## src/design/f64oc_pkg.sv

```systemverilog
package f64oc_pkg;

    localparam int EXP_WIDTH  = 11;
    localparam int FRAC_WIDTH = 52;
    localparam int MAG_WIDTH  = EXP_WIDTH + FRAC_WIDTH;

    typedef logic [1:0] t_order;
    localparam t_order ORD_LESS = 2'd0;
    localparam t_order ORD_SAME = 2'd1;
    localparam t_order ORD_MORE = 2'd2;

    typedef logic [1:0] t_mode;
    localparam t_mode MODE_PARTIAL = 2'd0;
    localparam t_mode MODE_WEAK    = 2'd1;
    localparam t_mode MODE_TOTAL   = 2'd2;
    localparam t_mode MODE_SPARE   = 2'd3;

    typedef struct packed {
        logic                 neg;
        logic [MAG_WIDTH-1:0] mag;
        logic                 nan;
    } t_fp_view;

    function automatic t_fp_view decode(input logic [63:0] x);
        t_fp_view v;
        v.neg = x[MAG_WIDTH];
        v.mag = x[MAG_WIDTH-1:0];
        v.nan = (&x[MAG_WIDTH-1:FRAC_WIDTH]) && (|x[FRAC_WIDTH-1:0]);
        return v;
    endfunction

endpackage

```

## src/design/f64oc_compare.sv

```systemverilog
module f64oc_compare (
    input  logic [1:0]  i_mode,
    input  logic [63:0] i_a,
    input  logic [63:0] i_b,
    output logic [1:0]  o_code,
    output logic        o_equal
);

    f64oc_pkg::t_fp_view a, b;
    logic same_mag, a_lt_mag, both_zero, any_nan;
    logic [1:0] sm_code, ieee_code, rank_a, rank_b, weak_code;

    always_comb begin
        a = f64oc_pkg::decode(i_a);
        b = f64oc_pkg::decode(i_b);
        same_mag  = (a.mag == b.mag);
        a_lt_mag  = (a.mag < b.mag);
        both_zero = (a.mag == '0) && (b.mag == '0);
        any_nan   = a.nan || b.nan;

        // sign-magnitude order, reversed for negatives
        if (a.neg != b.neg) begin
            sm_code = a.neg ? f64oc_pkg::ORD_LESS : f64oc_pkg::ORD_MORE;
        end else if (same_mag) begin
            sm_code = f64oc_pkg::ORD_SAME;
        end else if (!a.neg) begin
            sm_code = a_lt_mag ? f64oc_pkg::ORD_LESS : f64oc_pkg::ORD_MORE;
        end else begin
            sm_code = a_lt_mag ? f64oc_pkg::ORD_MORE : f64oc_pkg::ORD_LESS;
        end

        ieee_code = (any_nan || both_zero) ? f64oc_pkg::ORD_SAME : sm_code;

        rank_a = !a.nan ? 2'd1 : (a.neg ? 2'd0 : 2'd2);
        rank_b = !b.nan ? 2'd1 : (b.neg ? 2'd0 : 2'd2);
        if (!any_nan) begin
            weak_code = ieee_code;
        end else if (rank_a < rank_b) begin
            weak_code = f64oc_pkg::ORD_LESS;
        end else if (rank_a > rank_b) begin
            weak_code = f64oc_pkg::ORD_MORE;
        end else begin
            weak_code = f64oc_pkg::ORD_SAME;
        end

        unique case (i_mode)
            f64oc_pkg::MODE_PARTIAL: o_code = ieee_code;
            f64oc_pkg::MODE_WEAK:    o_code = weak_code;
            f64oc_pkg::MODE_TOTAL:   o_code = sm_code;
            f64oc_pkg::MODE_SPARE:   o_code = sm_code;
            default:                 o_code = sm_code;
        endcase

        o_equal = !any_nan && (both_zero || (a.neg == b.neg && same_mag));
    end

endmodule

```

## src/design/float64_ordering_compare_core.sv

```systemverilog
// Compares two raw binary64 patterns under the mode held in the config register
// (0 partial IEEE, 1 weak with signed NaNs, 2 or 3 total order) and returns a
// three-way code and the IEEE equality flag. One operand pair is taken every
// cycle unless the output is stalled; a result appears in the cycle after its beat
// is accepted, set by the single result register. A full output register holds under
// back-pressure while the next beat can still enter whenever the result is being taken.
module float64_ordering_compare_core (
    input  logic         i_clk,
    input  logic         i_rst_n,
    input  logic         i_cfg_we,
    input  logic [1:0]   i_cfg_wdata,
    input  logic         s_axis_tvalid,
    output logic         s_axis_tready,
    input  logic [127:0] s_axis_tdata,  // operand_a [63:0], operand_b [127:64]
    output logic         m_axis_tvalid,
    input  logic         m_axis_tready,
    output logic [7:0]   m_axis_tdata   // order_code [1:0], ieee_equal [2], zero [7:3]
);

    logic [1:0] r_mode;
    logic       r_valid;
    logic [1:0] r_code, n_code;
    logic       r_equal, n_equal;

    f64oc_compare u_cmp (
        .i_mode (r_mode),
        .i_a    (s_axis_tdata[63:0]),
        .i_b    (s_axis_tdata[127:64]),
        .o_code (n_code),
        .o_equal(n_equal)
    );

    assign s_axis_tready = !r_valid || m_axis_tready;

    always_ff @(posedge i_clk) begin
        if (!i_rst_n) begin
            r_mode  <= f64oc_pkg::MODE_PARTIAL;
            r_valid <= 1'b0;
        end else begin
            if (i_cfg_we) begin
                r_mode <= i_cfg_wdata;
            end
            if (s_axis_tready) begin
                r_valid <= s_axis_tvalid;
            end
        end
    end

    always_ff @(posedge i_clk) begin
        if (s_axis_tvalid && s_axis_tready) begin
            r_code  <= n_code;
            r_equal <= n_equal;
        end
    end

    assign m_axis_tvalid = r_valid;
    assign m_axis_tdata  = {5'd0, r_equal, r_code};

endmodule

```

## config.mk

```make
export PLATFORM = sky130hd
export DESIGN_NAME = float64_ordering_compare_core
export DESIGN_NICKNAME = d
export VERILOG_FILES = /design/src/design/f64oc_pkg.sv /design/src/design/f64oc_compare.sv /design/src/design/float64_ordering_compare_core.sv
export SDC_FILE = /design/constraint.sdc
export NUM_CORES = 1
export LEC_CHECK = 0
export BUFFER_PORTS_ARGS = -buffer_cell sky130_fd_sc_hd__clkbuf_2
export CAP_MARGIN = 10
export CORE_AREA = 3 3 74 76
export CTS_BUF_LIST = sky130_fd_sc_hd__clkbuf_4
export CTS_CLUSTER_DIAMETER = 150
export DETAILED_ROUTE_END_ITERATION = 12
export DIE_AREA = 0 0 77 79
export PLACE_DENSITY_LB_ADDON = 0.2
export SLEW_MARGIN = 20
export SYNTH_ARGS = -nofsm -noshare
export SYNTH_HDL_FRONTEND = slang
export SYNTH_HIERARCHICAL = 1
export SYNTH_SLANG_ARGS = --single-unit
```

## constraint.sdc

```tcl
create_clock -name i_clk -period 5 [get_ports i_clk]
set_input_delay 0.5 -clock i_clk [delete_from_list [all_inputs] [get_ports i_clk]]
set_output_delay 0.5 -clock i_clk [all_outputs]
set_load 0.01 [all_outputs]
```

==> metrics.cfg <==
[status]
outcome = finished, final reports clean

[global_route]
grt_overflow = 0
track_usage_pct = 23.0
gr-usage-met2_pct = 43.9
grt_max_degree = 5
grt_pass1_vias = 2780
grt_use_met1_pct = 28.9
grt_first_pass_wirelength_um = 11800
met3_usage_pct = 1.93
antenna_found_initial = 0
busiest_layer = met2

[logic_synthesis]
muxShareOfSynthArea_pct = 0.853
postSynthCellCount = 325
avgSynthCellArea_um2 = 7.22
synth_edf_count = 3
synth_area_leaders = ha_1 (35%), inv_1 (11%), nor4_1 (9.9%)
yosys.area.top_type = ha_1
synth_area_um2 = 2350
synth_seq_cells = 6
synth_top_area_share_pct = 35.2
synthArstFlopShare_pct = 0
yosys_warnings = 6
yosys.area_share.simple_pct = 28.9
synth_fa_ha_area_share_pct = 35.2
ys_seq_area_share_pct = 6.40
synth_compound_area_share_pct = 15.2
synth_top_family_by_area = adder cells
synth_xor_area_share_pct = 0
synth_cell_type_count = 41
synthFlopType = edfxtp_1

[timing]
finalCritPeriodShare_pct = 57.6
skew_ns = 0.00216
rsz0062_at_grt = false
slew_violations = 0
worst_slew_margin_rel_pct = 62.6
setup_violations = 0
clock.fmax_ghz = 0.347
finalHoldViolCount = 0
fin_setup_tns_ns = 0
worstMarginPinSlew_ns = 0.556
finalCriticalPeriod_ns = 2.88
whs_ns = 0.503

[job]
maxCapViolations = 0

[setup_path]
crit_start = s_axis_tdata[68]
cp-start-kind = input pin
cp_max_fo = 3
r2r_slack_ns = 3.85
critical_path_arrival_ns = 2.85
critPathCaptureType = flop
required_ns = 4.97
crit_type = input pin to flop
reg2reg_from = r_mode[1]
rr_worst_depth = 3
r2r_end = r_code[1]

[placed_design]
port_buffers = 139
place_congestion = 0.845
dpl_cell_area_um2 = 3100
dp_hpwl_um = 6790
dp_cells = 529

[power]
powerDensity_nw_per_um2 = 99.6
peakVddDrop_uv = 49.0
power.static_leakage_uw = 0.00179

[finish]
drive_gt1_share_pct = 31.8
final_nets = 668
stdcell_count = 533
syn2layout_area_growth_pct = 33.2
stdcell_area_um2 = 3130
nFillCells = 459
diodes = 0
fin_util_pct = 65.3

[route]
wl_um = 7210
vias = 2861
avgViaCountPerCell = 5.37
ant_nets = 0
dr.pass1.iters = 4
drc = 0
drt_iter0_drc = 157
wl_per_cell_um = 13.5

[die]
fp.coreArea_um2 = 4790
rows = 25
initial_utilization_pct = 49.0
die_area_um2 = 6080
die_x_um = 77
top_level_ports = 145
die_height_um = 79

[clocking]
cts_root_buf = clkbuf_4
htreeDepth = 1
cts_buffers = 3
cts_hold_buf = 0
cts_setup_buffers = 0
cts_sinks = 6
worstSkewPairLatency_ns = 0.24
post_cts_resized = 0
clk_pin_slew_ns = 0.04
cts_tree = done
clk_path_buf_depth = 2

[hold_path]
hold_path_startpoint = i_rst_n
hold_path_depth = 2
min_to = r_mode[0]
hp-class = input pin to flop

==> worst max-delay path by stage <==
stage / to / depth (start not counted)
detailed placement: r_code[0] / 11
global route: r_code[1] / 11
CTS: r_code[0] / 11
global placement: r_code[1] / 9
finish: r_code[0] / 11
floorplan: r_code[1] / 9
==> logic make-up (layout without fill, tap and decap cells) <==
| family | Yosys count | count (layout) |
|---|---|---|
| compound gates | 57 | 57 |
| mux | 2 | 2 |
| flops | 6 | 6 |
| buf+inv | 77 | 214 |
| simple gates | 116 | 116 |
| fa+ha+maj | 66 | 66 |
| other cells | 1 | 5 |
==> where the power goes <==
part / total, µW / switching, µW / internal [µW]
Combinational: 203 / 106 / 96.4
Clock: 51.6 / 16.1 / 35.5
Sequential: 56.8 / 1.60 / 55.2
Total: 311 / 124 / 187
==> area by class of cell <==
| class | count | area [µm²] | area share, % |
|---|---|---|---|
| sequential | 6 | 150 | 4.80 |
| multi-input combinational | 246 | 1900 | 60.8 |
| tap | 67 | 83.8 | 2.68 |
| inverter | 71 | 267 | 8.53 |
| timing repair buffer | 139 | 696 | 22.3 |
| clock buffer | 4 | 30.0 | 0.961 |
==> flip-flops by register name (all words and copies together) (netlist names) <==
| name | cells |
|---|---|
| r_equal | 1 |
| r_mode | 2 |
| m_axis_tvalid | 1 |
| r_code | 2 |
==> placed cells by master (no fill, tap or decap), types with 2 or more instances in the layout <==
cell type  synthesis  layout
clkbuf_2           0     139
inv_1             71      71
ha_1              66      66
nor4_1            37      37
a21oi_1           24      24
nand4_1           24      24
nand2_1           15      15
nand3_1           11      11
nor2_1             8       8
o21ai_0            8       8
nor2b_1            5       5
conb_1             1       5
clkbuf_4           0       4
or4_1              4       4
o21ai_1            4       4
a211oi_1           4       4
dfxtp_1            3       3
edfxtp_1           3       3
mux2i_1            2       2
a21boi_0           2       2
a21o_1             2       2
nand2b_1           2       2
a21boi_1           2       2
nor3_1             2       2
a221oi_1           2       2
==> stage by stage <==
step	total power [µW]	setup WS, ns
5_1_grt	349	2.03
2_1_floorplan	164	2.45
3_3_place_gp	256	2.03
3_5_place_dp	259	1.96
6_report	311	2.12
4_1_cts	313	2.21
==> per-layer routing <==
layer	vias up	share of wire, %
li1	1492	-
met1	1268	43
met2	97	49
met3	4	7.1
met4	0	0.46
met5	-	0
==> worst max-delay path, cell delays in order <==
cell and delay, ns:
clkbuf_2 0.09, nor4_1 0.52, nand4_1 0.20, nor4_1 0.46
or4_1 0.23, nand2b_1 0.11, ha_1 0.23, nand2_1 0.09
a21oi_1 0.04, nor4_1 0.27, a21oi_1 0.10
==> synth_stat cells (3+ instances only) <==
master	n
inv_1	71
ha_1	66
nor4_1	37
a21oi_1	24
nand4_1	24
nand2_1	15
nand3_1	11
nor2_1	8
o21ai_0	8
buf_4	6
nor2b_1	5
a211oi_1	4
o21ai_1	4
or4_1	4
dfxtp_1	3
edfxtp_1	3
No activity file was read; power rests on OpenSTA's default activity.
